`config.mk`:
```
export PLATFORM = sky130hd
export DESIGN_NAME = reversible_deque_engine
export DESIGN_NICKNAME = d
export VERILOG_FILES = /design/src/sv/rde_pkg.sv /design/src/sv/rde_ctrl.sv /design/src/sv/rde_dp.sv /design/src/sv/reversible_deque_engine.sv
export SDC_FILE = /design/constraint.sdc
export NUM_CORES = 1
export LEC_CHECK = 0
export ABC_AREA = 1
export BUFFER_PORTS_ARGS = -buffer_cell sky130_fd_sc_hd__buf_2
export CAP_MARGIN = 20
export CORE_MARGIN = 1
export CORE_UTILIZATION = 55
export CTS_CLUSTER_SIZE = 20
export DETAILED_ROUTE_END_ITERATION = 12
export GPL_TIMING_DRIVEN = 0
export PLACE_DENSITY_LB_ADDON = 0.2
export SKIP_LAST_GASP = 1
export SLEW_MARGIN = 15
export SYNTH_ARGS = -nofsm -noshare
export SYNTH_HDL_FRONTEND = slang
export SYNTH_SLANG_ARGS = --single-unit
export TNS_END_PERCENT = 50
```
`constraint.sdc`:
```
create_clock -name clk -period 4 [get_ports clk]
set_input_delay 0.4 -clock clk [delete_from_list [all_inputs] [get_ports clk]]
set_output_delay 0.4 -clock clk [all_outputs]
set_load 0.02 [all_outputs]
```
`src/sv/rde_pkg.sv`:
```
// ----------------------------------------------------------------------------
// rde_pkg
// Shared types and codes for the reversible deque engine: beat payloads,
// operation and status codes, and the control/status bundles between the
// controller and the datapath.
// ----------------------------------------------------------------------------
package rde_pkg;

	localparam int OP_W   = 3;
	localparam int ELEM_W = 16;
	localparam int STAT_W = 2;

	localparam logic [OP_W-1:0] OP_CLEAR   = 3'd0;
	localparam logic [OP_W-1:0] OP_PUSH    = 3'd1;
	localparam logic [OP_W-1:0] OP_REVERSE = 3'd2;
	localparam logic [OP_W-1:0] OP_DELETE  = 3'd3;
	localparam logic [OP_W-1:0] OP_DUMP    = 3'd4;

	localparam logic [STAT_W-1:0] STAT_VALID = 2'd0;
	localparam logic [STAT_W-1:0] STAT_EMPTY = 2'd1;
	localparam logic [STAT_W-1:0] STAT_ERROR = 2'd2;

	typedef struct packed {
		logic [OP_W-1:0]   operation;
		logic [ELEM_W-1:0] push_value;
	} req_t;

	typedef struct packed {
		logic [ELEM_W-1:0] element_value;
		logic [STAT_W-1:0] dump_status;
		logic              last_of_dump;
	} rsp_t;

	typedef struct packed {
		logic              exec;
		logic [OP_W-1:0]   op;
		logic              dump_init;
		logic              issue;
		logic [STAT_W-1:0] issue_status;
		logic              issue_last;
	} dp_cmd_t;

	typedef struct packed {
		logic err;
		logic empty;
		logic can_issue;
		logic idx_last;
	} dp_status_t;

endpackage

```
`src/sv/rde_ctrl.sv`:
```
// ----------------------------------------------------------------------------
// rde_ctrl
// Controller for the reversible deque engine. Accepts one operation at a time,
// hands plain operations to the datapath and sequences the beats of a dump.
// ----------------------------------------------------------------------------
module rde_ctrl (
	input  logic                         clk,
	input  logic                         arst_n,
	input  logic                         req_valid,
	output logic                         req_stall,
	input  logic [rde_pkg::OP_W-1:0]     req_op,
	input  rde_pkg::dp_status_t          st,
	output rde_pkg::dp_cmd_t             cmd
);
	import rde_pkg::*;

	typedef enum logic [1:0] {
		ST_IDLE = 2'b01,
		ST_DUMP = 2'b10
	} state_t;

	state_t state_q;
	state_t state_d;

	assign req_stall = (state_q != ST_IDLE);

	always_comb begin
		state_d          = state_q;
		cmd.exec         = 1'b0;
		cmd.op           = req_op;
		cmd.dump_init    = 1'b0;
		cmd.issue        = 1'b0;
		cmd.issue_status = STAT_VALID;
		cmd.issue_last   = 1'b0;
		case (state_q)
			ST_IDLE: begin
				if (req_valid) begin
					if (req_op == OP_DUMP) begin
						cmd.dump_init = 1'b1;
						state_d       = ST_DUMP;
					end else begin
						cmd.exec = 1'b1;
					end
				end
			end
			ST_DUMP: begin
				if (st.can_issue) begin
					cmd.issue = 1'b1;
					if (st.err) begin
						cmd.issue_status = STAT_ERROR;
						cmd.issue_last   = 1'b1;
						state_d          = ST_IDLE;
					end else if (st.empty) begin
						cmd.issue_status = STAT_EMPTY;
						cmd.issue_last   = 1'b1;
						state_d          = ST_IDLE;
					end else begin
						cmd.issue_last = st.idx_last;
						if (st.idx_last) begin
							state_d = ST_IDLE;
						end
					end
				end
			end
			default: begin
				state_d = ST_IDLE;
			end
		endcase
	end

	always_ff @(posedge clk or negedge arst_n) begin
		if (!arst_n) begin
			state_q <= ST_IDLE;
		end else begin
			state_q <= state_d;
		end
	end

`ifndef SYNTHESIS
	a_issue_has_room: assert property (@(posedge clk) disable iff (!arst_n)
		cmd.issue |-> st.can_issue)
		else $error("beat issued while read stage is blocked");

	a_exec_not_dump: assert property (@(posedge clk) disable iff (!arst_n)
		cmd.exec |-> (cmd.op != OP_DUMP) && !cmd.issue)
		else $error("dump executed as a plain operation");

	a_dump_start: assert property (@(posedge clk) disable iff (!arst_n)
		cmd.dump_init |=> (state_q == ST_DUMP))
		else $error("dump start did not enter dump sequencing");
`endif

endmodule

```
`src/sv/rde_dp.sv`:
```
// ----------------------------------------------------------------------------
// rde_dp
// Datapath for the reversible deque engine: ring-buffer store, head pointer,
// element count, reverse and error flags, dump index, registered memory read
// stage and the output register.
// ----------------------------------------------------------------------------
module rde_dp #(
	parameter int DEPTH      = 64,
	parameter int DATA_WIDTH = 16
) (
	input  logic                         clk,
	input  logic                         arst_n,
	input  logic [rde_pkg::ELEM_W-1:0]   push_value,
	input  rde_pkg::dp_cmd_t             cmd,
	output rde_pkg::dp_status_t          st,
	output logic                         rsp_valid,
	input  logic                         rsp_stall,
	output rde_pkg::rsp_t                rsp
);
	import rde_pkg::*;

	localparam int PW = $clog2(DEPTH);
	localparam int CW = $clog2(DEPTH + 1);
	localparam int SW = (DATA_WIDTH < ELEM_W) ? DATA_WIDTH : ELEM_W;
	localparam logic [PW:0]   DEPTH_S = (PW + 1)'(DEPTH);
	localparam logic [CW-1:0] DEPTH_C = CW'(DEPTH);

	function automatic logic [PW-1:0] wrap_slot(input logic [PW:0] s);
		logic [PW:0] t;
		t = (s >= DEPTH_S) ? (s - DEPTH_S) : s;
		return t[PW-1:0];
	endfunction

	logic [SW-1:0] mem [DEPTH];

	logic [PW-1:0]     head_q;
	logic [CW-1:0]     count_q;
	logic              rev_q;
	logic              err_q;
	logic [PW-1:0]     idx_q;

	logic              rd_v_q;
	logic [STAT_W-1:0] rd_status_q;
	logic              rd_last_q;
	logic [SW-1:0]     rdata_q;

	logic              out_v_q;
	rsp_t              out_q;

	logic              rd_move;
	logic              full;
	logic [CW-1:0]     count_m1;
	logic [CW-1:0]     k_full;
	logic [PW-1:0]     rd_addr;
	logic [PW-1:0]     wr_addr;
	logic [PW-1:0]     head_next;
	logic              wr_en;

	// read stage hands its beat to the output register
	assign rd_move  = rd_v_q && (!out_v_q || !rsp_stall);
	assign full     = (count_q == DEPTH_C);
	assign count_m1 = count_q - CW'(1);
	assign k_full   = rev_q ? (count_m1 - CW'(idx_q)) : CW'(idx_q);

	assign rd_addr   = wrap_slot({1'b0, head_q} + {1'b0, k_full[PW-1:0]});
	assign wr_addr   = wrap_slot({1'b0, head_q} + {1'b0, count_q[PW-1:0]});
	assign head_next = wrap_slot({1'b0, head_q} + (PW + 1)'(1));
	assign wr_en     = cmd.exec && (cmd.op == OP_PUSH) && !full;

	assign st.err       = err_q;
	assign st.empty     = (count_q == '0);
	assign st.can_issue = !rd_v_q || rd_move;
	assign st.idx_last  = (CW'(idx_q) == count_m1);

	assign rsp_valid = out_v_q;
	assign rsp       = out_q;

	always_ff @(posedge clk) begin
		if (wr_en) begin
			mem[wr_addr] <= push_value[SW-1:0];
		end
		if (cmd.issue) begin
			rdata_q <= mem[rd_addr];
		end
	end

	always_ff @(posedge clk or negedge arst_n) begin
		if (!arst_n) begin
			head_q  <= '0;
			count_q <= '0;
			rev_q   <= 1'b0;
			err_q   <= 1'b0;
			idx_q   <= '0;
		end else begin
			if (cmd.exec) begin
				case (cmd.op)
					OP_CLEAR: begin
						head_q  <= '0;
						count_q <= '0;
						rev_q   <= 1'b0;
						err_q   <= 1'b0;
					end
					OP_PUSH: begin
						if (full) begin
							err_q <= 1'b1;
						end else begin
							count_q <= count_q + CW'(1);
						end
					end
					OP_REVERSE: begin
						rev_q <= !rev_q;
					end
					OP_DELETE: begin
						if (count_q == '0) begin
							err_q <= 1'b1;
						end else begin
							if (!rev_q) begin
								head_q <= head_next;
							end
							count_q <= count_m1;
						end
					end
					default: begin
					end
				endcase
			end
			if (cmd.dump_init) begin
				idx_q <= '0;
			end else if (cmd.issue) begin
				idx_q <= idx_q + PW'(1);
			end
		end
	end

	always_ff @(posedge clk or negedge arst_n) begin
		if (!arst_n) begin
			rd_v_q  <= 1'b0;
			out_v_q <= 1'b0;
		end else begin
			if (cmd.issue) begin
				rd_v_q <= 1'b1;
			end else if (rd_move) begin
				rd_v_q <= 1'b0;
			end
			if (rd_move) begin
				out_v_q <= 1'b1;
			end else if (!rsp_stall) begin
				out_v_q <= 1'b0;
			end
		end
	end

	always_ff @(posedge clk) begin
		if (cmd.issue) begin
			rd_status_q <= cmd.issue_status;
			rd_last_q   <= cmd.issue_last;
		end
		if (rd_move) begin
			out_q.element_value <= (rd_status_q == STAT_VALID) ? ELEM_W'(rdata_q) : '0;
			out_q.dump_status   <= rd_status_q;
			out_q.last_of_dump  <= rd_last_q;
		end
	end

`ifndef SYNTHESIS
	a_count_bound: assert property (@(posedge clk) disable iff (!arst_n)
		count_q <= DEPTH_C)
		else $error("element count beyond depth");

	a_rd_hold: assert property (@(posedge clk) disable iff (!arst_n)
		rd_v_q && !rd_move |=> rd_v_q && $stable(rdata_q) && $stable(rd_status_q))
		else $error("read stage lost a blocked beat");

	a_status_beat: assert property (@(posedge clk) disable iff (!arst_n)
		out_v_q && (out_q.dump_status != STAT_VALID)
		|-> out_q.last_of_dump && (out_q.element_value == '0))
		else $error("status beat not a single zero-valued last beat");
`endif

endmodule

```
`src/sv/reversible_deque_engine.sv`:
```
// ----------------------------------------------------------------------------
// reversible_deque_engine
// Bounded double-ended queue in a ring buffer with a reverse-order flag.
// ----------------------------------------------------------------------------
// Clear, push, reverse and delete may arrive back to back. A dump holds the
// request side while it issues its result beats: count beats for a populated
// deque, or a single beat when empty or in error. Beats leave through a
// registered store read and an output register; a stalled result side slows
// the dump to the rate at which beats are taken.
module reversible_deque_engine #(
	parameter int DEPTH      = 64,
	parameter int DATA_WIDTH = 16
) (
	input  logic          clk,
	input  logic          arst_n,
	input  logic          req_valid,
	output logic          req_stall,
	input  rde_pkg::req_t req,
	output logic          rsp_valid,
	input  logic          rsp_stall,
	output rde_pkg::rsp_t rsp
);
	import rde_pkg::*;

	dp_cmd_t    cmd;
	dp_status_t st;

	rde_ctrl u_ctrl (
		.clk       (clk),
		.arst_n    (arst_n),
		.req_valid (req_valid),
		.req_stall (req_stall),
		.req_op    (req.operation),
		.st        (st),
		.cmd       (cmd)
	);

	rde_dp #(
		.DEPTH      (DEPTH),
		.DATA_WIDTH (DATA_WIDTH)
	) u_dp (
		.clk        (clk),
		.arst_n     (arst_n),
		.push_value (req.push_value),
		.cmd        (cmd),
		.st         (st),
		.rsp_valid  (rsp_valid),
		.rsp_stall  (rsp_stall),
		.rsp        (rsp)
	);

endmodule
```
## Yosys cells after proc, flatten, opt, wreduce, memory -nomap -nowiden

Memory sizes are Yosys's and may differ from the RTL's. A register that Yosys moved wholly into a read port is not among the register bits.
Index checks and enable logic that the tools add are counted.
Widths: inputs -> output; s select.

- Word-level logic and storage cells: 114
- Input port bits: 23
- Output and inout bits: 21
- Register bits after elaboration: 47
- Memory bits (writable): 1024
- Bits in latches: 0
- ROM bits: 0
- Memories kept: 1

- Mux-type cells: 40
- Divide/modulo/power cells: 0
- Reduce and logical (&&, ||, !) cells: 25
- Magnitude comparators: 3
- Equality and inequality tests: 19
- $add $sub $neg: 10
- Bitwise gates (word level): 2
- Multiply operators: 0
- Shift-type cells: 0

Memory list:

| name | depth | bits a word | read ports | clocked after Yosys merged registers in | write ports | line | RTL |
|---|---|---|---|---|---|---|---|
| u_dp.mem | 64 | 16 | 1 | 1 | 1 | rde_dp.sv:34 | `logic [SW-1:0] mem [DEPTH];` |

Operators by type and width:

| cell | count |
|---|---|
| $mux 6 | 8 |
| $ge 7x7->1 const B | 3 |
| $pmux 7 s3 | 1 |
| $sub 6x1->6 const B | 3 |
| $mux 1 | 16 |
| $reduce_and 4->1 | 4 |
| $add 6x6->7 | 2 |
| $mux 7 | 2 |
| $mux 2 | 6 |
| $ne 2x2->1 const B | 6 |
| $pmux 6 s2 | 1 |
| $mux 4 | 2 |
| $ne 2x1->1 const B | 4 |
| $reduce_bool 2->1 | 4 |
| $add 6x1->7 const B | 1 |
| $add 7x1->7 const B | 1 |
| $eq 6x7->1 | 1 |
| $eq 7x7->1 const B | 1 |
| $logic_not 7->1 | 1 |
| $sub 7x1->7 const B | 1 |
| $add 6x1->6 const B | 1 |
| $eq 3x2->1 const B | 2 |
| $sub 6x6->6 | 1 |
| $logic_not 1->1 | 5 |
| other kinds (17) | 22 |

## Logic depth before layout (Yosys ltp)

- Word-level depth: 8
- Depth in mapped cells: 22

## Hierarchy

A second synthesis with hierarchy kept.

- Cells, all modules: 3652
- Area total of the unflattened synthesis: 44325.0 um^2

Modules (own cells, without submodules):

| module | cells each | instances | area an instance (um^2) | seq. area each (um^2) |
|---|---|---|---|---|
| rde_dp | 3624 | 1 | 44143.6 | 32466.1 |
| rde_ctrl | 28 | 1 | 181.4 | 51.3 |

## Worst setup path after synthesis

No wires, ideal clock.

- Kind: reg2reg
- From: register u_dp.count_q[0]
- To: register u_dp.rdata_q[10] (read register of u_dp.mem), data pin
- Path slack: 0.549 ns
- Data required time: 3.748 ns
- Period minus slack after synthesis: 3.451 ns
- Cell stages (with the launch flop): 22
- Arrival: 3.199 ns
- Setup time: 0.252 ns
- Path through: dfrtp_1 > inv_1 > ha_1 > xor2_1 > ha_1 > nand2_1 > inv_1 > a221oi_1 > xor2_1 > o21ai_0 > ha_1 > nand2_1 > or2_1 > nand3_1 > nand2_1 > nand2_1 > inv_1 > nand3_2 > nand2_2 > buf_4 > nand2_1 > nand2_1

- Word-level cells in the longest chain between the ends: 6

Ends and longest elaborated chain:

| what | line | RTL |
|---|---|---|
| start: declaration | rde_dp.sv:37 | `logic [CW-1:0] count_q;` |
| start signal: assignment | rde_dp.sv:107 | `count_q <= count_q + CW'(1);` |
| start signal: assignment | rde_dp.sv:120 | `count_q <= count_m1;` |
| $sub 7x1->7 (*) | rde_dp.sv:62 | `assign count_m1 = count_q - CW'(1);` |
| $sub 6x6->6 (*) | rde_dp.sv:63 | `assign k_full = rev_q ? (count_m1 - CW'(idx_q)) : CW'(idx_q);` |
| $mux 6 (*) | rde_dp.sv:63 |  |
| $add 6x6->7 (*) | rde_dp.sv:65 | `assign rd_addr = wrap_slot({1'b0, head_q} + {1'b0, k_full[PW-1:0]});` |
| $sub 6x1->6 / $ge 7x7->1 (equally long branches) | rde_dp.sv:30 | `t = (s >= DEPTH_S) ? (s - DEPTH_S) : s;` |
| $mux 6 (*) | rde_dp.sv:30 |  |
| end: declaration | rde_dp.sv:45 | `logic [SW-1:0] rdata_q;` |

Every way passes the cells marked *; elsewhere a longest branch is shown, timed or not.
A chain may end at the register's enable or synchronous reset.

## Worst setup path in the final report

- From: register u_dp.count_q[0]
- To: memory u_dp.mem[33][10] in the netlist's numbering, enable pin

- Word-level cells in the longest chain between the ends: 5

Ends and longest elaborated chain:

| what | line |
|---|---|
| parallel branches: the longest is 5 deep, another holds $add 6x6->7 | -- |
| end: declaration | rde_dp.sv:34 |

Parallel ways; which one is timed is not known.

==> flow_summary.toml <==
[clock_network]
clock_path_buffers = 3
cts_tree = "built"
cts_root_buf = "clkbuf_16"
clock_latency_ps = 690
htreeDepth = 3
cts-buffers-inserted = 109
cts.sinks = 1087
clk_pin_slew_ps = 60

[floorplan]
core_area_um2 = 79260
num_rows = 103
die_h_um = 285.5
io_pins = 44
start_util_pct = 55.75
dieArea_um2 = 81480
die_width_um = 285.5

[timing]
setup_viol = 112
max_freq_ghz = 0.2451
drv_slew = 0
period_needed_ps = 4079
post-route-period-util_pct = 102.0
worst_clock_skew_ps = 29.42
holdWs_ps = 62.37
setup_slack_ps = -79.27
rsz0062_at_grt = "true"
hold_violations = 0
maxSlewHeadroom_pct = 25.58
worst-slew-pin-transition_ps = 1114

[critical_path]
path_buf_inv = 4
critPathLaunchType = "register"
crit_path_max_incr_delay_ps = 610
cp_slowest_cell = "nor2_2"
cp_max_fo = 10
required_ps = 4390
critPathTopFamily = "simple AND/OR/NAND/NOR gates"
path_common_cell = "buf_4"
critPathKind = "register to register"
critPathCaptureType = "register"
cp_cell_sequence = "buf_4 -> buf_4 -> ha_1 -> fa_1 -> a21oi_1 -> o21ai_0 -> xnor2_2 -> inv_1 -> nor2_1 -> nand2_1 -> nor2_2 -> buf_8"
crit_arrival_ps = 4460

[placement]
dp_cells = 4788
gp_congestion = 0.9706
dp_hpwl_um = 86330
placed_area_um2 = 46740
port_buffers = 43

[yosys]
yosysMostFrequentCell = "edfxtp_1"
syn_avg_cell_area_um2 = 12.14
yosys-top-cells-area = "edfxtp_1, nor2_1, o21ai_0"
synth_top_flop_cell = "edfxtp_1"
synth_area_um2 = 44190
ys_ff_latch = 1087
synth_area_leader_cell = "edfxtp_1"
netlist_instances = 3640
synth_edf_count = 1062
yosysTopAreaCellShare_pct = 72.17
async_flop_share_pct = 2.300
yosys.cell_types.count = 40
syn-num-nets = 3687
synth_common_cells = "edfxtp_1, nor2_1, o21ai_0"
synth-warning-count = 0
ys_seq_area_share_pct = 73.59

[cells_and_area]
layout.area.seq_um2 = 32520
drive_above_1_share_pct = 15.06
final_cells = 5000
antenna_cells = 0
layout.nets = 3909
area_growth_pct = 15.67
design_area_um2 = 51110
multiInputGateArea_um2 = 11100
nFillCells = 5951
utilization_pct = 64.49

[detailed_routing]
wire_per_inst_um = 26.21
first_pass_iters = 5
ant_nets = 0
drc = 0
vias = 30610
first_iter_violations = 4333
viasPerCell = 6.123
wl_um = 131000

[global_routing]
grt_pass1_wl_um = 187700
grtUsageTotal_pct = 31.89
grt_max_degree = 65
grt_pass1_vias = 28850
grt_overflow = 0
antenna_found_initial = 1

[outcome]
status = "complete, but fails checks"
violations = "setup timing"

[min_path]
hp-class = "input pin to register"

[flow_run]
maxCapViolCount = 0
repair_timing:
item | 4_1_cts | 5_1_grt
setup endpoints to repair | 16 | 451
gates cloned | 0 | 1
buffers inserted | 6 | 4
gates resized for setup | 146 | 190
hold buffers | 3 | 0
pin swaps | 10 | 16
hold endpoints to repair | 29 | 0
path summary, 6_finish.rpt:
check | slack (ps) | cells after the start | startpoint | endpoint
max reg2reg | -80 | 12 | u_dp.count_q[0] | u_dp.mem[33][10]
min in group asynchronous | 280 | 2 | arst_n | u_dp.rsp_valid
min reg2reg | 440 | 0 | u_dp.rd_last_q | u_dp.rsp[0]
min | 60 | 3 | req[17] | u_dp.rev_q
max in group asynchronous | 3310 | 2 | arst_n | u_dp.count_q[0]
max | -80 | 12 | u_dp.count_q[0] | u_dp.mem[33][10]
layout make-up:
cell class                      count  area share (%)
Clock inverter                     62          0.8910
Sequential cell                  1087           63.62
Timing Repair Buffer              112           2.418
Clock buffer                      137           5.542
Inverter                           74          0.5630
Multi-Input combinational cell   2256           21.72
Tap cell                         1050           2.570
Buffer                            222           2.671
tightest hold or removal path, stage by stage:
cell     delay (ps)
buf_2           120
a21oi_1         120
a21oi_1          50
stage by stage:
step           TNS (ps)  setup slack [ps]
2_1_floorplan         0             549.2
3_3_place_gp    -114930             -1165
3_5_place_dp     -18070             -1252
4_1_cts           -8562            -78.66
5_1_grt          -32200            -174.1
6_report          -2839            -79.27
cell usage in the layout (no fill, tap or decap), drive strengths merged, types with 2 or more instances in the layout:
master       netlist  routed
dlygate4sd3        0       3
nand3            241     241
fa                 3       3
ha                21      21
o21ai            616     616
nor3               3       3
nor2             736     736
buf              110     218
clkinv             0      50
clkinvlp           0       4
inv               74      79
clkbuf           113     250
o211ai             2       2
a22oi              4       4
xor2               8       8
xnor2              4       4
edfxtp          1062    1062
bufinv             0       3
a21oi             21      21
nand4              6       6
o22ai            160     160
dfrtp             24      24
a31oi              4       4
or2                2       2
nor4               3       3
nand2            416     416
kinds of logic (layout without fill, tap and decap cells):
family | count (synthesis) | in the layout | synth area share [%]
compound gates | 811 | 811 | 9.709
xor+xnor | 12 | 12 | 0.2378
fa+ha+maj | 24 | 24 | 0.7305
buf+inv | 297 | 607 | 2.942
flops | 1087 | 1087 | 73.59
simple gates | 1409 | 1409 | 12.79
state kept, by name, summed over array words and instances (netlist names), 2 cells and up:
signal            count
u_ctrl.state_q        2
u_dp.rsp             19
u_dp.rdata_q         16
u_dp.rd_status_q      2
u_dp.idx_q            6
u_dp.head_q           6
u_dp.count_q          7
u_dp.mem           1024
per-layer routing:
metal  global-route usage (%)  up-vias  part of all wire [%]
met5                        0        -                     0
met4                    13.62        0                   4.5
met3                    6.459      276                    11
met2                    48.03     1770                    45
met1                    45.57    14980                    40
li1                         -    13590                     -
Power is left out: the tool's default activity adds up to more than one toggle a clock period on the data nets, which glitch-free logic cannot reach.
